===== config.mk =====
export PLATFORM = sky130hd
export DESIGN_NAME = load_risk_mode_governor_unit
export DESIGN_NICKNAME = d
export VERILOG_FILES = /design/src/sv/lrmg_pkg.sv /design/src/sv/lrmg_front.sv /design/src/sv/lrmg_fifo.sv /design/src/sv/lrmg_back.sv /design/src/sv/load_risk_mode_governor_unit.sv
export VERILOG_INCLUDE_DIRS = /design/src /design/src/sv
export SDC_FILE = /design/constraint.sdc
export NUM_CORES = 1
export LEC_CHECK = 0
export ABC_AREA = 1
export BUFFER_PORTS_ARGS = -buffer_cell sky130_fd_sc_hd__buf_2
export CORE_AREA = 8 8 244 246
export CTS_CLUSTER_DIAMETER = 30
export DETAILED_ROUTE_END_ITERATION = 6
export DIE_AREA = 0 0 252 254
export PLACE_DENSITY = 0.59
export SLEW_MARGIN = 20
export SYNTH_ARGS = -nofsm -noshare
export SYNTH_HDL_FRONTEND = slang
export SYNTH_SLANG_ARGS = --single-unit

===== constraint.sdc =====
create_clock -name clk -period 15.54 [get_ports clk]
set_input_delay 1.554 -clock clk [delete_from_list [all_inputs] [get_ports clk]]
set_output_delay 1.554 -clock clk [all_outputs]
set_load 0.01 [all_outputs]

===== src/sv/load_risk_mode_governor_unit_macros.svh =====
`ifndef LOAD_RISK_MODE_GOVERNOR_UNIT_MACROS_SVH
`define LOAD_RISK_MODE_GOVERNOR_UNIT_MACROS_SVH

// Same-cycle implication, checked on clk, off while in reset.
`define LRMG_ASSERT_NOW(lbl, ante, cons, msg) \
  lbl: assert property (@(posedge clk) disable iff (!rst_n) (ante) |-> (cons)) \
    else $error(msg);

// Next-cycle implication, checked on clk, off while in reset.
`define LRMG_ASSERT_NEXT(lbl, ante, cons, msg) \
  lbl: assert property (@(posedge clk) disable iff (!rst_n) (ante) |=> (cons)) \
    else $error(msg);

`endif


===== src/sv/lrmg_pkg.sv =====
package lrmg_pkg;

  localparam int unsigned PCT_W       = 7;
  localparam int unsigned TICK_W      = 32;
  localparam int unsigned SHARE_FRAC  = 16;
  localparam int unsigned SHARE_W     = SHARE_FRAC + 1;
  localparam int unsigned TOTAL_W     = PCT_W + 2;
  localparam int unsigned DIV_STEPS   = PCT_W + SHARE_FRAC;
  localparam int unsigned DIV_CNT_W   = $clog2(DIV_STEPS);
  localparam int unsigned FIFO_DEPTH_DEF = 2;

  localparam logic [PCT_W-1:0] RISK_MAX = PCT_W'(100);

  typedef enum logic [2:0] {
    REG_HIGH_LOAD_THR  = 3'd0,
    REG_SURGE_LOAD_THR = 3'd1,
    REG_SURGE_RISK_LIM = 3'd2,
    REG_UNTRUSTED_RISE = 3'd3,
    REG_TRUSTED_RISE   = 3'd4,
    REG_RISK_DECAY     = 3'd5,
    REG_LEVEL_FLOOR    = 3'd6,
    REG_UNUSED         = 3'd7
  } reg_idx_e;

  typedef enum logic [1:0] {
    MODE_STEADY = 2'd0,
    MODE_BRACE  = 2'd1,
    MODE_SURGE  = 2'd2
  } mode_e;

  typedef struct packed {
    logic [PCT_W-1:0] high_load_threshold;
    logic [PCT_W-1:0] surge_load_threshold;
    logic [PCT_W-1:0] surge_risk_limit;
    logic [PCT_W-1:0] untrusted_rise;
    logic [PCT_W-1:0] trusted_rise;
    logic [PCT_W-1:0] risk_decay;
    logic [PCT_W-1:0] level_floor;
  } cfg_t;

  typedef struct packed {
    logic [PCT_W-1:0] load_percent;
    logic             trusted;
  } in_item_t;

  typedef struct packed {
    logic [TICK_W-1:0]  tick_number;
    logic [PCT_W-1:0]   risk_now;
    logic [SHARE_W-1:0] steady_share;
    logic [SHARE_W-1:0] brace_share;
    logic [SHARE_W-1:0] surge_share;
    logic [1:0]         mode;
  } out_item_t;

  // classified tick waiting for the share divisions
  typedef struct packed {
    logic [TICK_W-1:0]  tick_number;
    logic [PCT_W-1:0]   risk_now;
    logic [PCT_W-1:0]   steady;
    logic [PCT_W-1:0]   brace;
    logic [PCT_W-1:0]   surge;
    logic [TOTAL_W-1:0] total;
    logic [1:0]         mode;
  } entry_t;

  typedef struct packed {
    logic full;
    logic empty;
  } fifo_stat_t;

endpackage


===== src/sv/lrmg_front.sv =====
`include "load_risk_mode_governor_unit_macros.svh"

module lrmg_front (
  input  logic                clk,
  input  logic                rst_n,
  input  lrmg_pkg::cfg_t      cfg,
  input  logic                in_valid,
  output logic                in_stall,
  input  lrmg_pkg::in_item_t  in_data,
  input  lrmg_pkg::fifo_stat_t fifo_stat,
  output logic                push,
  output lrmg_pkg::entry_t    push_data
);

  logic [lrmg_pkg::PCT_W-1:0]   risk_r, risk_nxt;
  logic [lrmg_pkg::TICK_W-1:0]  tick_r, tick_nxt;
  logic [lrmg_pkg::PCT_W-1:0]   load_sat, step, risk_up, risk_dn;
  logic [lrmg_pkg::PCT_W:0]     rise_sum;
  logic [lrmg_pkg::PCT_W-1:0]   steady_raw, surge_raw;
  logic [lrmg_pkg::PCT_W-1:0]   steady_lv, brace_lv, surge_lv;
  logic                         high_load;
  lrmg_pkg::mode_e              mode;

  assign in_stall = fifo_stat.full;
  assign push     = in_valid && !in_stall;

  always_comb begin
    load_sat  = (in_data.load_percent > lrmg_pkg::RISK_MAX) ? lrmg_pkg::RISK_MAX
                                                             : in_data.load_percent;
    high_load = load_sat > cfg.high_load_threshold;
    step      = in_data.trusted ? cfg.trusted_rise : cfg.untrusted_rise;
    rise_sum  = {1'b0, risk_r} + {1'b0, step};
    risk_up   = (rise_sum > {1'b0, lrmg_pkg::RISK_MAX}) ? lrmg_pkg::RISK_MAX
                                                        : rise_sum[lrmg_pkg::PCT_W-1:0];
    risk_dn   = (risk_r > cfg.risk_decay) ? risk_r - cfg.risk_decay : '0;
    risk_nxt  = high_load ? risk_up : risk_dn;
    tick_nxt  = tick_r + 1'b1;

    steady_raw = lrmg_pkg::RISK_MAX - risk_nxt;
    surge_raw  = (load_sat > cfg.surge_load_threshold && risk_nxt < cfg.surge_risk_limit
                  && in_data.trusted) ? load_sat : '0;

    steady_lv = (steady_raw < cfg.level_floor) ? cfg.level_floor : steady_raw;
    brace_lv  = (risk_nxt   < cfg.level_floor) ? cfg.level_floor : risk_nxt;
    surge_lv  = (surge_raw  < cfg.level_floor) ? cfg.level_floor : surge_raw;

    priority if (brace_lv > steady_lv && brace_lv > surge_lv) begin
      mode = lrmg_pkg::MODE_BRACE;
    end else if (surge_lv > steady_lv) begin
      mode = lrmg_pkg::MODE_SURGE;
    end else begin
      mode = lrmg_pkg::MODE_STEADY;
    end

    push_data.tick_number = tick_nxt;
    push_data.risk_now    = risk_nxt;
    push_data.steady      = steady_lv;
    push_data.brace       = brace_lv;
    push_data.surge       = surge_lv;
    push_data.total       = {2'b00, steady_lv} + {2'b00, brace_lv} + {2'b00, surge_lv};
    push_data.mode        = mode;
  end

  always_ff @(posedge clk) begin
    if (!rst_n) begin
      risk_r <= '0;
      tick_r <= '0;
    end else if (push) begin
      risk_r <= risk_nxt;
      tick_r <= tick_nxt;
    end
  end

  `LRMG_ASSERT_NOW(a_risk_range, 1'b1, risk_r <= lrmg_pkg::RISK_MAX, "risk out of range")
  `LRMG_ASSERT_NEXT(a_tick_step, push, tick_r == $past(tick_r) + 1'b1, "tick not advanced")
  `LRMG_ASSERT_NOW(a_total_floor, push, push_data.total >= lrmg_pkg::TOTAL_W'(100),
                   "level total below 100")

endmodule


===== src/sv/lrmg_fifo.sv =====
module lrmg_fifo #(
  parameter int unsigned DEPTH = lrmg_pkg::FIFO_DEPTH_DEF
) (
  input  logic                 clk,
  input  logic                 rst_n,
  input  logic                 push,
  input  lrmg_pkg::entry_t     push_data,
  input  logic                 pop,
  output lrmg_pkg::entry_t     pop_data,
  output lrmg_pkg::fifo_stat_t stat
);

  localparam int unsigned PTR_W = (DEPTH > 1) ? $clog2(DEPTH) : 1;
  localparam int unsigned CNT_W = $clog2(DEPTH + 1);

  lrmg_pkg::entry_t mem [DEPTH];
  logic [PTR_W-1:0] wr_ptr_r, wr_ptr_nxt, rd_ptr_r, rd_ptr_nxt;
  logic [CNT_W-1:0] cnt_r, cnt_nxt;

  assign stat.full  = cnt_r == CNT_W'(DEPTH);
  assign stat.empty = cnt_r == '0;
  assign pop_data   = mem[rd_ptr_r];

  always_comb begin
    wr_ptr_nxt = wr_ptr_r;
    rd_ptr_nxt = rd_ptr_r;
    cnt_nxt    = cnt_r;
    if (push) begin
      wr_ptr_nxt = (wr_ptr_r == PTR_W'(DEPTH - 1)) ? '0 : wr_ptr_r + 1'b1;
    end
    if (pop) begin
      rd_ptr_nxt = (rd_ptr_r == PTR_W'(DEPTH - 1)) ? '0 : rd_ptr_r + 1'b1;
    end
    if (push && !pop) begin
      cnt_nxt = cnt_r + 1'b1;
    end else if (pop && !push) begin
      cnt_nxt = cnt_r - 1'b1;
    end
  end

  always_ff @(posedge clk) begin
    if (!rst_n) begin
      wr_ptr_r <= '0;
      rd_ptr_r <= '0;
      cnt_r    <= '0;
    end else begin
      wr_ptr_r <= wr_ptr_nxt;
      rd_ptr_r <= rd_ptr_nxt;
      cnt_r    <= cnt_nxt;
    end
  end

  always_ff @(posedge clk) begin
    if (push) begin
      mem[wr_ptr_r] <= push_data;
    end
  end

endmodule


===== src/sv/lrmg_back.sv =====
`include "load_risk_mode_governor_unit_macros.svh"

module lrmg_back (
  input  logic                 clk,
  input  logic                 rst_n,
  input  lrmg_pkg::fifo_stat_t fifo_stat,
  input  lrmg_pkg::entry_t     pop_data,
  output logic                 pop,
  output logic                 out_valid,
  input  logic                 out_stall,
  output lrmg_pkg::out_item_t  out_data
);

  typedef enum logic [2:0] {
    S_IDLE = 3'b001,
    S_DIV  = 3'b010,
    S_DONE = 3'b100
  } state_t;

  localparam int unsigned DVD_W = lrmg_pkg::DIV_STEPS;
  localparam int unsigned SH_W  = lrmg_pkg::SHARE_W;
  localparam int unsigned TT_W  = lrmg_pkg::TOTAL_W;

  typedef enum logic [1:0] {
    SEL_STEADY = 2'd0,
    SEL_BRACE  = 2'd1,
    SEL_SURGE  = 2'd2,
    SEL_NONE   = 2'd3
  } sel_t;

  state_t                          state_r, state_nxt;
  sel_t                            sel_r;
  logic [lrmg_pkg::DIV_CNT_W-1:0]  cnt_r;
  lrmg_pkg::entry_t                ent_r;
  logic [DVD_W-1:0]                dvd_r;
  logic [TT_W-1:0]                 rem_r;
  logic [SH_W-1:0]                 quo_r;
  logic [SH_W-1:0]                 steady_sh_r, brace_sh_r, surge_sh_r;
  logic [TT_W:0]                   trial;
  logic                            q_bit;
  logic [TT_W-1:0]                 rem_step;
  logic [SH_W-1:0]                 quo_step;
  logic                            out_valid_r;
  lrmg_pkg::out_item_t             out_data_r;
  logic                            out_free;

  assign out_valid = out_valid_r;
  assign out_data  = out_data_r;
  assign out_free  = !out_valid_r || !out_stall;
  assign pop       = (state_r == S_IDLE) && !fifo_stat.empty;

  // restoring division step, one quotient bit per cycle
  always_comb begin
    trial    = {rem_r, dvd_r[DVD_W-1]};
    q_bit    = trial >= {1'b0, ent_r.total};
    rem_step = q_bit ? TT_W'(trial - {1'b0, ent_r.total}) : trial[TT_W-1:0];
    quo_step = {quo_r[SH_W-2:0], q_bit};
  end

  always_comb begin
    state_nxt = state_r;
    unique case (state_r)
      S_IDLE: if (!fifo_stat.empty) state_nxt = S_DIV;
      S_DIV:  if (cnt_r == '0 && sel_r == SEL_SURGE) state_nxt = S_DONE;
      S_DONE: if (out_free) state_nxt = S_IDLE;
      default: state_nxt = S_IDLE;
    endcase
  end

  always_ff @(posedge clk) begin
    if (!rst_n) begin
      state_r     <= S_IDLE;
      out_valid_r <= 1'b0;
      sel_r       <= SEL_STEADY;
      cnt_r       <= '0;
    end else begin
      state_r <= state_nxt;
      if (state_r == S_DONE && out_free) begin
        out_valid_r <= 1'b1;
      end else if (!out_stall) begin
        out_valid_r <= 1'b0;
      end
      if (pop) begin
        sel_r <= SEL_STEADY;
        cnt_r <= lrmg_pkg::DIV_CNT_W'(DVD_W - 1);
      end else if (state_r == S_DIV) begin
        if (cnt_r == '0) begin
          cnt_r <= lrmg_pkg::DIV_CNT_W'(DVD_W - 1);
          sel_r <= (sel_r == SEL_STEADY) ? SEL_BRACE : SEL_SURGE;
        end else begin
          cnt_r <= cnt_r - 1'b1;
        end
      end
    end
  end

  always_ff @(posedge clk) begin
    if (pop) begin
      ent_r <= pop_data;
      dvd_r <= {pop_data.steady, lrmg_pkg::SHARE_FRAC'(0)};
      rem_r <= '0;
      quo_r <= '0;
    end else if (state_r == S_DIV) begin
      if (cnt_r == '0) begin
        rem_r <= '0;
        quo_r <= '0;
        unique case (sel_r)
          SEL_STEADY: begin
            steady_sh_r <= quo_step;
            dvd_r       <= {ent_r.brace, lrmg_pkg::SHARE_FRAC'(0)};
          end
          SEL_BRACE: begin
            brace_sh_r <= quo_step;
            dvd_r      <= {ent_r.surge, lrmg_pkg::SHARE_FRAC'(0)};
          end
          SEL_SURGE: begin
            surge_sh_r <= quo_step;
          end
          default: begin
          end
        endcase
      end else begin
        rem_r <= rem_step;
        quo_r <= quo_step;
        dvd_r <= {dvd_r[DVD_W-2:0], 1'b0};
      end
    end
    if (state_r == S_DONE && out_free) begin
      out_data_r.tick_number  <= ent_r.tick_number;
      out_data_r.risk_now     <= ent_r.risk_now;
      out_data_r.steady_share <= steady_sh_r;
      out_data_r.brace_share  <= brace_sh_r;
      out_data_r.surge_share  <= surge_sh_r;
      out_data_r.mode         <= ent_r.mode;
    end
  end

  `LRMG_ASSERT_NOW(a_sel_range, state_r == S_DIV, sel_r != SEL_NONE, "bad share select")
  `LRMG_ASSERT_NEXT(a_out_load, state_r == S_DONE && out_free,
                    out_valid && out_data.steady_share + out_data.brace_share
                    + out_data.surge_share <= SH_W'(65536), "share sum exceeds one")
  `LRMG_ASSERT_NOW(a_pop_idle, pop, state_r == S_IDLE && !fifo_stat.empty,
                   "pop outside idle")

endmodule


===== src/sv/load_risk_mode_governor_unit.sv =====
// From input transfer to result valid, the tick is written into the queue, three
// 23-step restoring divisions run on one shared divider, and the output register
// is loaded.
// The divider takes no new tick until the last result is in the output register.
// The front accepts while the queue has room, so short bursts are absorbed.
// Reset (rst_n low, synchronous): risk and tick counter cleared, registers reload
// their defaults, queue and output register emptied.
module load_risk_mode_governor_unit #(
  parameter int unsigned FIFO_DEPTH = lrmg_pkg::FIFO_DEPTH_DEF
) (
  input  logic                      clk,
  input  logic                      rst_n,
  input  logic                      in_valid,
  output logic                      in_stall,
  input  lrmg_pkg::in_item_t        in_data,
  output logic                      out_valid,
  input  logic                      out_stall,
  output lrmg_pkg::out_item_t       out_data,
  input  logic                      cfg_we,
  input  lrmg_pkg::reg_idx_e        cfg_idx,
  input  logic [lrmg_pkg::PCT_W-1:0] cfg_wdata
);

  lrmg_pkg::cfg_t       cfg_r;
  lrmg_pkg::fifo_stat_t fifo_stat;
  lrmg_pkg::entry_t     push_data, pop_data;
  logic                 push, pop;

  always_ff @(posedge clk) begin
    if (!rst_n) begin
      cfg_r.high_load_threshold  <= lrmg_pkg::PCT_W'(80);
      cfg_r.surge_load_threshold <= lrmg_pkg::PCT_W'(50);
      cfg_r.surge_risk_limit     <= lrmg_pkg::PCT_W'(40);
      cfg_r.untrusted_rise       <= lrmg_pkg::PCT_W'(20);
      cfg_r.trusted_rise         <= lrmg_pkg::PCT_W'(5);
      cfg_r.risk_decay           <= lrmg_pkg::PCT_W'(10);
      cfg_r.level_floor          <= lrmg_pkg::PCT_W'(5);
    end else if (cfg_we) begin
      unique case (cfg_idx)
        lrmg_pkg::REG_HIGH_LOAD_THR:  cfg_r.high_load_threshold  <= cfg_wdata;
        lrmg_pkg::REG_SURGE_LOAD_THR: cfg_r.surge_load_threshold <= cfg_wdata;
        lrmg_pkg::REG_SURGE_RISK_LIM: cfg_r.surge_risk_limit     <= cfg_wdata;
        lrmg_pkg::REG_UNTRUSTED_RISE: cfg_r.untrusted_rise       <= cfg_wdata;
        lrmg_pkg::REG_TRUSTED_RISE:   cfg_r.trusted_rise         <= cfg_wdata;
        lrmg_pkg::REG_RISK_DECAY:     cfg_r.risk_decay           <= cfg_wdata;
        lrmg_pkg::REG_LEVEL_FLOOR:    cfg_r.level_floor          <= cfg_wdata;
        default: begin
        end
      endcase
    end
  end

  lrmg_front u_front (
    .clk       (clk),
    .rst_n     (rst_n),
    .cfg       (cfg_r),
    .in_valid  (in_valid),
    .in_stall  (in_stall),
    .in_data   (in_data),
    .fifo_stat (fifo_stat),
    .push      (push),
    .push_data (push_data)
  );

  lrmg_fifo #(
    .DEPTH (FIFO_DEPTH)
  ) u_fifo (
    .clk       (clk),
    .rst_n     (rst_n),
    .push      (push),
    .push_data (push_data),
    .pop       (pop),
    .pop_data  (pop_data),
    .stat      (fifo_stat)
  );

  lrmg_back u_back (
    .clk       (clk),
    .rst_n     (rst_n),
    .fifo_stat (fifo_stat),
    .pop_data  (pop_data),
    .pop       (pop),
    .out_valid (out_valid),
    .out_stall (out_stall),
    .out_data  (out_data)
  );

endmodule


Yosys cells after proc, flatten, opt, wreduce, memory -nomap -nowiden:

Memory sizes are Yosys's and may differ from the RTL's. A register that Yosys moved wholly into a read port is not among the register bits.
Index checks and enable logic that the tools add are counted.

* flip-flop bits (word level): 358
* memory bits (writable): 142
* input port bits: 23
* output and inout bits: 94
* logic and storage cells: 155
* memories: 1

Memories
* u_fifo.mem: depth 2, width 71, rd ports 1, clocked after Yosys merged registers in 1, write ports 1, RTL line lrmg_fifo.sv:16 `lrmg_pkg::entry_t mem [DEPTH];`

* $add $sub $neg: 12
* $lt $le $gt $ge: 13
* equal/unequal tests: 18
* mux-type cells: 36
* bitwise gates (word level): 2
* reductions and logical operators: 37

Operators by type and width (number)
* 23-bit two-way mux: 3
* 7-bit two-way mux: 9
* 23-bit one-hot mux with 2 select lines: 1
* 7-bit > comparator: 6
* 32-bit by 1-bit adder with 32-bit output, second input constant: 1
* 7-bit less-than comparator: 4
* 2-bit AND reduction: 10
* 9-bit two-way mux: 2
* 7-bit by 7-bit adder with 8-bit output: 2
* 16-bit two-way mux: 1
* 5-bit two-way mux: 3
* 3-bit == test, second input constant: 4
* 4-bit AND reduction: 3
* 10-bit by 9-bit greater-or-equal comparator with 1-bit output: 1
* 2-bit two-way mux: 5
* 9-bit by 7-bit adder with 9-bit output: 1
* 3-bit by 2-bit == test with 1-bit output, second input constant: 3
* 1-bit logical AND: 9
* 3-bit two-way mux: 3
* 3-bit one-hot mux with 3 select lines: 1
* 9-bit subtractor: 1
* 8-bit by 7-bit > comparator with 1-bit output, second input constant: 1
* 1-bit two-way mux: 8
* 7-bit > comparator, second input constant: 1
* other kinds (22): 35

Logic depth before layout (Yosys ltp):

Gate-level depths: netlist of the first run.

* word-level depth: 14
* depth in mapped cells: 46

Cells and area by module:

Synthesis of the first run repeated with hierarchy kept, for this count alone.

* cell total of the unflattened synthesis: 1912
* area total of the unflattened synthesis: 21936.0 µm²

Modules (own cells, without submodules)
* lrmg_back: times used 1, cells each 559, area each 8757.1 µm², seq. area each 7146.9 µm²
* lrmg_fifo: times used 1, cells each 256, area each 5705.5 µm², seq. area each 4364.2 µm²
* lrmg_front: times used 1, cells each 819, area each 5479.0 µm², seq. area each 780.7 µm²
* load_risk_mode_governor_unit: times used 1, cells each 278, area each 1994.4 µm², seq. area each 980.9 µm²

Worst setup path before layout of the first run:

OpenSTA, ideal clock, no wires.

* path kind: input -> register
* start: input port in_data[1] (netlist bit)
* end: memory u_fifo.mem[0][9] (netlist bit), data pin
* library setup time: 257 ps
* arrival: 7314 ps
* required time: 15283 ps
* setup slack: 7970 ps
* stages on the path: 42
* cells stage by stage: o21ai_0 -> nand3_1 -> nand3_1 -> inv_1 -> or2_2 -> ha_1 -> nand2_1 -> o21ai_1 -> nand2_1 -> nand2_1 -> nand2_1 -> nor2_2 -> nand2_1 -> o21ai_0 -> nor2_1 -> nor2_1 -> inv_1 -> nor2_1 -> [6 not listed] -> nand4_1 -> o211ai_1 -> clkbuf_1 -> o21ai_0 -> ha_1 -> fa_1 -> a21oi_1 -> o21ai_0 -> a21o_1 -> a21oi_1 -> xor2_1 -> ha_1 -> nand2_1 -> a21oi_1 -> a211oi_1 -> nand2_1 -> nand2_1 -> nand2_1

RTL lines
* start: declaration: RTL line load_risk_mode_governor_unit.sv:15 `input lrmg_pkg::in_item_t in_data,`
* end: declaration: RTL line lrmg_fifo.sv:16

==> out/qor.csv, run 1 <==
stage,metric,value,unit
outcome,status,"complete, no violations",
global_routing,first-pass GRT wire length,69400,um
power,Psw,1.97,mW
timing,Final Max Slew Viols,0,
place,placed cells,2668,
min_path,Hold Crit Class,flip-flop to flip-flop,
critical_path,crit-path max cell delay,0.80,ns
logic_synthesis,complex-gate fraction of the synthesized area,0.0876,
logic_synthesis,Async SR Flop Fraction,0,
die,initial core utilization,0.376,
global_routing,largest net degree at the start of global routing,89,
clock_tree,Setup Buffers After CTS,0,
logic_synthesis,Post-synth EDFFs,356,
critical_path,most frequent cell on the critical path,nand2_1,
logic_synthesis,YS warnings,0,
clock_tree,cts-stage hold buffer count,0,
layout,Antenna diodes,0,
routing,residual DRC count,0,
critical_path,Critical Path AT,8.81,ns
die,overall die height,254,um
place,Post-Place Worst Slack,6.56,ns
routing,final wirelength,42900,um
critical_path,required time of the critical path,15.90,ns
timing,Worst Skew,0.0250,ns
routing,DR pass1 iterations,5,
clock_tree,clk slew on worst S/H paths,0.05,ns
routing,WL/cell,15.0,um
power,Combinational Power Share,0.308,
logic_synthesis,XOR/XNOR Fraction of Synth Area,0.0213,
power,internal power,3.95,mW
logic_synthesis,top post-synthesis cells by count,"edfxtp_1 (356), nand2_1 (256), inv_1 (231)",
die,DIE WIDTH,252,um
global_routing,vias in the first global route,13800,
critical_path,critical path type,input pin to flip-flop,
logic_synthesis,"Seq/Total Area, Yosys",0.633,
global_routing,initial antenna violation count,0,
logic_synthesis,Synth Area in Adders,0.0569,
place,Area after DPL,22500,um^2
clock_tree,TritonCTS clock tree,yes,
timing,FMAX,0.118,GHz
timing,Setup Viol. Count Final,0,
place,dpl hpwl,27900,um
layout,Layout Utilization,0.466,
logic_synthesis,Synth cell types,56,
logic_synthesis,Gate Count Post-Synth,1826,
logic_synthesis,most frequent cell after synthesis,edfxtp_1,
die,I/O Pins,117,
timing,hold slack,0.406,ns
timing,Slew headroom,0.256,
layout,area grow syn2layout,24.0,%
critical_path,CP Max Fanout,14,
power,P_leak,10.5,nW
global_routing,total track usage,0.133,
clock_tree,Num CTS Buffers,97,
logic_synthesis,Synth area leader,edfxtp_1,
timing,min Tclk post-route,8.44,ns
place,routability cong.,0.854,
clock_tree,Clock Sinks,485,
die,number of cell rows,87,
timing,setup TNS,0,ns
die,die area,64000,um^2
global_routing,grt met1 use,0.162,
layout,Layout Nets,2129,
clock_tree,Post-CTS Resized,0,
job,max-cap violations,0,
critical_path,CP startpoint kind,input pin,
logic_synthesis,Syn Nets,1942,
logic_synthesis,Synth Register Bits,485,
routing,antenna-violating nets left,0,
place,port buffer count,116,
layout,fillers,5073,
layout,Finished Layout Cells,2853,
timing,period utilization,0.543,
clock_tree,H-Tree Depth,3,
power,Clk pwr share,0.363,
timing,RSZ-0062 raised after global routing,false,
logic_synthesis,simple-gate share of the synthesized area,0.112,
power,Pwr Density,228,nW/um^2
routing,vias per std cell,4.71,
critical_path,CP max-delay cell,o21ai_0,
global_routing,global routing usage on met2,0.229,
layout,share of cells above drive strength 1,0.207,
clock_tree,clock buffer depth,3,
logic_synthesis,top cell type's share of synthesized area,0.510,
power,peak supply drop,128,uV
clock_tree,clock network latency to the later pin of the worst-skew pair,0.62,ns
logic_synthesis,Syn Area/Cell,11.5,um^2
logic_synthesis,post-synthesis mux area share,0.0349,
global_routing,routing usage on met3,0.0313,
timing,worst setup margin,7.10,ns
routing,via count,13400,
logic_synthesis,largest family of logic cells by synthesized area,simple AND/OR/NAND/NOR gates,
logic_synthesis,cells taking the most area after synthesis,"edfxtp_1 (51%), dfxtp_1 (12%), ha_1 (5.3%)",
critical_path,critical path capture point type,flip-flop,
layout,design area,26000,um^2
clock_tree,clock root buffer,clkbuf_16,
logic_synthesis,ys flop type,edfxtp_1,
power,PnR Total Power,5.92,mW
timing,Final Hold Vio Count,0,
global_routing,aggregate global routing overflow,0,
power,Sw Ratio,0.333,
timing,slew at the pin closest to its max-slew limit,1.10,ns
logic_synthesis,post-synthesis cell area,21000,um^2
die,core footprint,55700,um^2
routing,Starting DRT DRC Count,582,
power,sequential power share,0.329,
global_routing,grt peak-use layer,met2,
[worst max-delay path, delay by kind of cell]
kind	cells	cell delay (ns)
simple gates	20	2.46
fa+ha+maj	4	1.45
xor+xnor	2	0.31
compound gates	8	2.64
buf+inv	4	0.38
[cell families after synthesis]
group	Yosys count
buffers and inverters	293
AOI/OAI and AO/OA	337
and+or+nand+nor	502
muxes	65
adders and majority gates	93
xor gates and xnor gates	51
DFF	485
[power groups by stage]
stage,Clock (mW),Combinational (mW),Sequential [mW]
floorplan,0,1.38,1.93
global placement,0,1.74,1.99
detailed placement,0,1.80,2.00
CTS,2.19,1.81,1.97
global route,2.26,2.08,1.97
finish,2.15,1.82,1.95
[flip-flops by register name, indices dropped and copies added, names as in the netlist, named ones only]
register,count
cfg_r,49
u_fifo.wr_ptr_r,1
u_back.ent_r,64
u_front.tick_r,32
u_back.steady_sh_r,17
u_back.out_valid,1
u_back.cnt_r,5
u_front.risk_r,7
u_back.sel_r,2
u_back.surge_sh_r,17
u_fifo.rd_ptr_r,1
u_back.dvd_r,7
u_fifo.mem,142
u_fifo.cnt_r,2
u_back.brace_sh_r,17
u_back.out_data,92
u_back.state_r,3
u_back.rem_r,9
u_back.quo_r,16
[path summary, 6_finish.rpt]
path | from | depth (start not counted) | endpoint | slack, ns
max | in_data[1] | 38 | u_fifo.mem[0][10]$_DFFE_PP_ | 7.10
min | u_back.ent_r[36]$_DFFE_PP_ | 0 | u_back.out_data[57]$_DFFE_PP_ | 0.41
max reg2reg | cfg_r[21]$_SDFFE_PN0P_ | 34 | u_fifo.mem[0][10]$_DFFE_PP_ | 8.09
min reg2reg | u_back.ent_r[36]$_DFFE_PP_ | 0 | u_back.out_data[57]$_DFFE_PP_ | 0.41
[placed cells by master, fill, tap and decap left out, drive strengths merged, types with 8 or more instances in the layout]
cell type and instances:
dfxtp 129, nand4 18, xor2 47, inv 255, nor3 19, buf 134
nor2 121, o211ai 17, nand3 59, clkinv 33, clkbuf 120, a211oi 8
nand2 271, edfxtp 356, mux2 64, a21oi 135, bufinv 15, ha 89
o21ai 148
[layer usage]
| layer | vias up | share of wire |
|---|---|---|
| met1 | 6372 | 0.45 |
| met2 | 261 | 0.48 |
| met5 | - | 0 |
| met3 | 78 | 0.051 |
| li1 | 6728 | - |
| met4 | 0 | 0.020 |
[final cells by class]
| type | instances | area, um^2 | area share |
|---|---|---|---|
| flip-flops and latches | 485 | 13300 | 0.511 |
| clock inverters | 63 | 855 | 0.0329 |
| well taps | 756 | 946 | 0.0364 |
| multi-input cells | 1048 | 6610 | 0.254 |
| repair buffers | 134 | 752 | 0.0289 |
| clock buffers | 120 | 2630 | 0.101 |
| inverters | 247 | 927 | 0.0357 |
(Power assumes the default switching activity.)
==> run 2, diff against run 1 <==
- clock period: 15.54 -> 7.9 ns (I/O delays scaled with it)
==> run 2 against run 1 <==
  * Final cell count rose by 0.11%
  * Hold slack got worse by 0.0057 ns
  * Critical path type unchanged
  * Sequential share of layout area rose by 0.59 points
  * Power rose by 91%
  * Worst setup slack got worse by 6.2 ns
  * Flip-flop and latch count did not move
  * Clock-buffer cell count fell by 3
==> out/qor.csv, run 2 (synthesis results as in run 1) <==
stage,metric,value,unit,change
outcome,status,"complete, no violations",,
min_path,worst hold path stage count,0,,unchanged
layout,fillers,5075,,+0.039%
layout,Layout Utilization,0.461,,-0.00532
clock_tree,clock buffer depth,3,,unchanged
timing,min Tclk post-route,6.99,ns,
timing,hold slack,0.401,ns,-0.00570 ns
clock_tree,clock root buffer,clkbuf_16,,
layout,Regs by FF count,"u_fifo.mem x142, u_back.out_data x92, u_back.ent_r x64",,
routing,DR pass1 iterations,5,,unchanged
die,number of cell rows,87,,unchanged
die,initial core utilization,0.376,,unchanged
routing,met3 wire len,2260,um,+4.1%
routing,residual DRC count,0,,unchanged
timing,RSZ-0062 raised after global routing,false,,
place,dpl hpwl,28100,um,+0.47%
routing,antenna-violating nets left,0,,unchanged
critical_path,gate family responsible for the most delay along the worst path,compound AO/OA/AOI/OAI gates,,
place,routability cong.,0.848,,-0.71%
global_routing,vias in the first global route,13600,,-1.2%
clock_tree,clk slew on worst S/H paths,0.04,ns,about the same
timing,Worst Skew,0.0238,ns,-0.00118 ns
die,DIE WIDTH,252,um,unchanged
job,max-cap violations,0,,unchanged
min_path,Worst Hold Path EP,u_back.out_data[57]$_DFFE_PP_,,
power,sequential power share,0.343,,+0.014
critical_path,Crit. Startpoint,in_data[1],,
timing,slew at the pin closest to its max-slew limit,1.05,ns,-0.0490 ns
timing,FMAX,0.143,GHz,
clock_tree,clock network latency to the later pin of the worst-skew pair,0.62,ns,about the same
critical_path,critical path type,input pin to flip-flop,,
critical_path,CP max-delay cell,o211ai_1,,
routing,routed wl met2,20400,um,-0.52%
routing,via count,13400,,-0.052%
layout,Layout Nets,2136,,+0.33%
global_routing,aggregate global routing overflow,0,,unchanged
routing,M1 WL,19000,um,-1.4%
power,Clk pwr share,0.335,,-0.028
global_routing,initial antenna violation count,0,,unchanged
clock_tree,Clock Sinks,485,,unchanged
timing,Setup Viol. Count Final,0,,unchanged
layout,register area,13300,um^2,unchanged
routing,max layer used,met4,,
critical_path,Bufs and invs on worst path,4,,unchanged
layout,most frequent cells in the layout,"edfxtp_1 (356), nand2_1 (256), inv_1 (231)",,
die,I/O Pins,117,,unchanged
critical_path,critical path capture point type,flip-flop,,
power,P_leak,10.4,nW,-1.3%
power,peak supply drop,293,uV,+130%
place,port buffer count,116,,unchanged
global_routing,largest net degree at the start of global routing,78,,-12%
timing,Final Hold Vio Count,0,,unchanged
die,overall die height,254,um,unchanged
min_path,Hold Crit Class,flip-flop to flip-flop,,
layout,max reg flops,142,,unchanged
critical_path,reg-to-reg startpoint,cfg_r[21]$_SDFFE_PN0P_,,
die,die area,64000,um^2,unchanged
clock_tree,Post-CTS Resized,0,,unchanged
timing,period utilization,0.885,,
critical_path,CP Max Fanout,14,,unchanged
clock_tree,Setup Buffers After CTS,0,,unchanged
clock_tree,Num CTS Buffers,93,,-4.1%
layout,area of the multi-input gates,6610,um^2,unchanged
power,Sw Ratio,0.343,,+0.0101
routing,final wirelength,42600,um,-0.64%
layout,Top reg by flops,u_fifo.mem,,
critical_path,most frequent cell on the critical path,nand2_1,,
routing,WL/cell,14.9,um,-0.74%
timing,Slew headroom,0.297,,+0.0404
critical_path,Critical Path AT,7.34,ns,-1.47 ns
clock_tree,TritonCTS clock tree,yes,,
layout,"commonest non-fill, non-tap cell in the layout",edfxtp_1,,
power,Combinational Power Share,0.322,,+0.014
layout,share of cells above drive strength 1,0.208,,+0.000657
critical_path,crit-path max cell delay,0.69,ns,-0.11 ns
layout,area grow syn2layout,22.6,%,
clock_tree,H-Tree Depth,3,,unchanged
routing,Starting DRT DRC Count,613,,+5.3%
power,Psw,3.87,mW,+96%
timing,setup TNS,0,ns,unchanged
global_routing,first-pass GRT wire length,68400,um,-1.3%
critical_path,R2R depth,34,,unchanged
die,core footprint,55700,um^2,unchanged
critical_path,R2R Path End,u_fifo.mem[1][10]$_DFFE_PP_,,
layout,Antenna diodes,0,,unchanged
clock_tree,cts-stage hold buffer count,0,,unchanged
power,internal power,7.41,mW,+88%
min_path,Hold Path Origin,u_back.ent_r[36]$_DFFE_PP_,,
routing,vias per std cell,4.70,,-0.16%
timing,Final Max Slew Viols,0,,unchanged
critical_path,r2r setup slk,1.20,ns,-6.89 ns
critical_path,required time of the critical path,8.24,ns,-7.66 ns
power,PnR Total Power,11.3,mW,+91%
global_routing,total track usage,0.131,,-0.00160
critical_path,CP startpoint kind,input pin,,
power,Pwr Density,439,nW/um^2,+93%
-- run 2: cell count changes in the layout (fill, tap and decap cells not counted), moves of 2 or more --
cell       before  now
inv_8           0    2
clkbuf_16      98   94
clkinv_4        5    7
bufinv_16      15    5
clkbuf_1       13   15
buf_4          15   27
-- run 2: area by class of cell --
cell class	instances	share of cell area
clock buffers	117	0.0980
clock inverters	58	0.0231
inverters	247	0.0361
multi-input cells	1048	0.257
flip-flops and latches	485	0.517
well taps	756	0.0368
repair buffers	145	0.0320
-- run 2: power by group through the flow --
| stage | Clock [mW] | Combinational (mW) | Sequential [mW] |
|---|---|---|---|
| 2_1_floorplan | 0 | 2.71 | 3.80 |
| 3_3_place_gp | 0 | 3.54 | 3.90 |
| 3_5_place_dp | 0 | 3.64 | 3.92 |
| 4_1_cts | 3.87 | 3.66 | 3.88 |
| 5_1_grt | 4.00 | 4.13 | 3.92 |
| 6_report | 3.78 | 3.63 | 3.87 |
-- run 2: worst register-to-register path: cells and delay by family (launching register included) --
family / cells / cell delay [ns]
AOI/OAI and AO/OA: 7 / 2.20
adders and majority gates: 5 / 1.79
and+or+nand+nor: 16 / 1.53
buffers and inverters: 5 / 0.48
DFF: 1 / 0.30
xor gates and xnor gates: 1 / 0.13
-- run 2: worst max-delay path by stage --
| stage | cells past startpoint | slack (ns) | endpoint |
|---|---|---|---|
| 6_report | 35 | 0.91 | u_fifo.mem[1][10]$_DFFE_PP_ |
| 3_5_place_dp | 35 | 0.33 | u_fifo.mem[0][10]$_DFFE_PP_ |
| 4_1_cts | 35 | 0.97 | u_fifo.mem[0][10]$_DFFE_PP_ |
| 3_3_place_gp | 46 | 0.57 | u_fifo.mem[0][10]$_DFFE_PP_ |
| 2_1_floorplan | 42 | 1.09 | u_fifo.mem[0][9]$_DFFE_PP_ |
| 5_1_grt | 35 | 0.17 | u_fifo.mem[0][10]$_DFFE_PP_ |
-- run 2: stage by stage --
stage          instance area, um^2  std cells  setup WS [ns]
2_1_floorplan                21000       1826           1.09
3_3_place_gp                 22500       2679          0.573
3_5_place_dp                 22600       2680          0.330
4_1_cts                      25700       2855          0.974
5_1_grt                      25700       2856          0.165
6_report                     25700       2856          0.905
-- run 2: per-layer routing --
metal  vias to the layer above  global-route usage
li1                       6724                   -
met1                      6323               0.158
met2                       307               0.226
met3                        78              0.0331
met4                         0              0.0493
met5                         -                   0
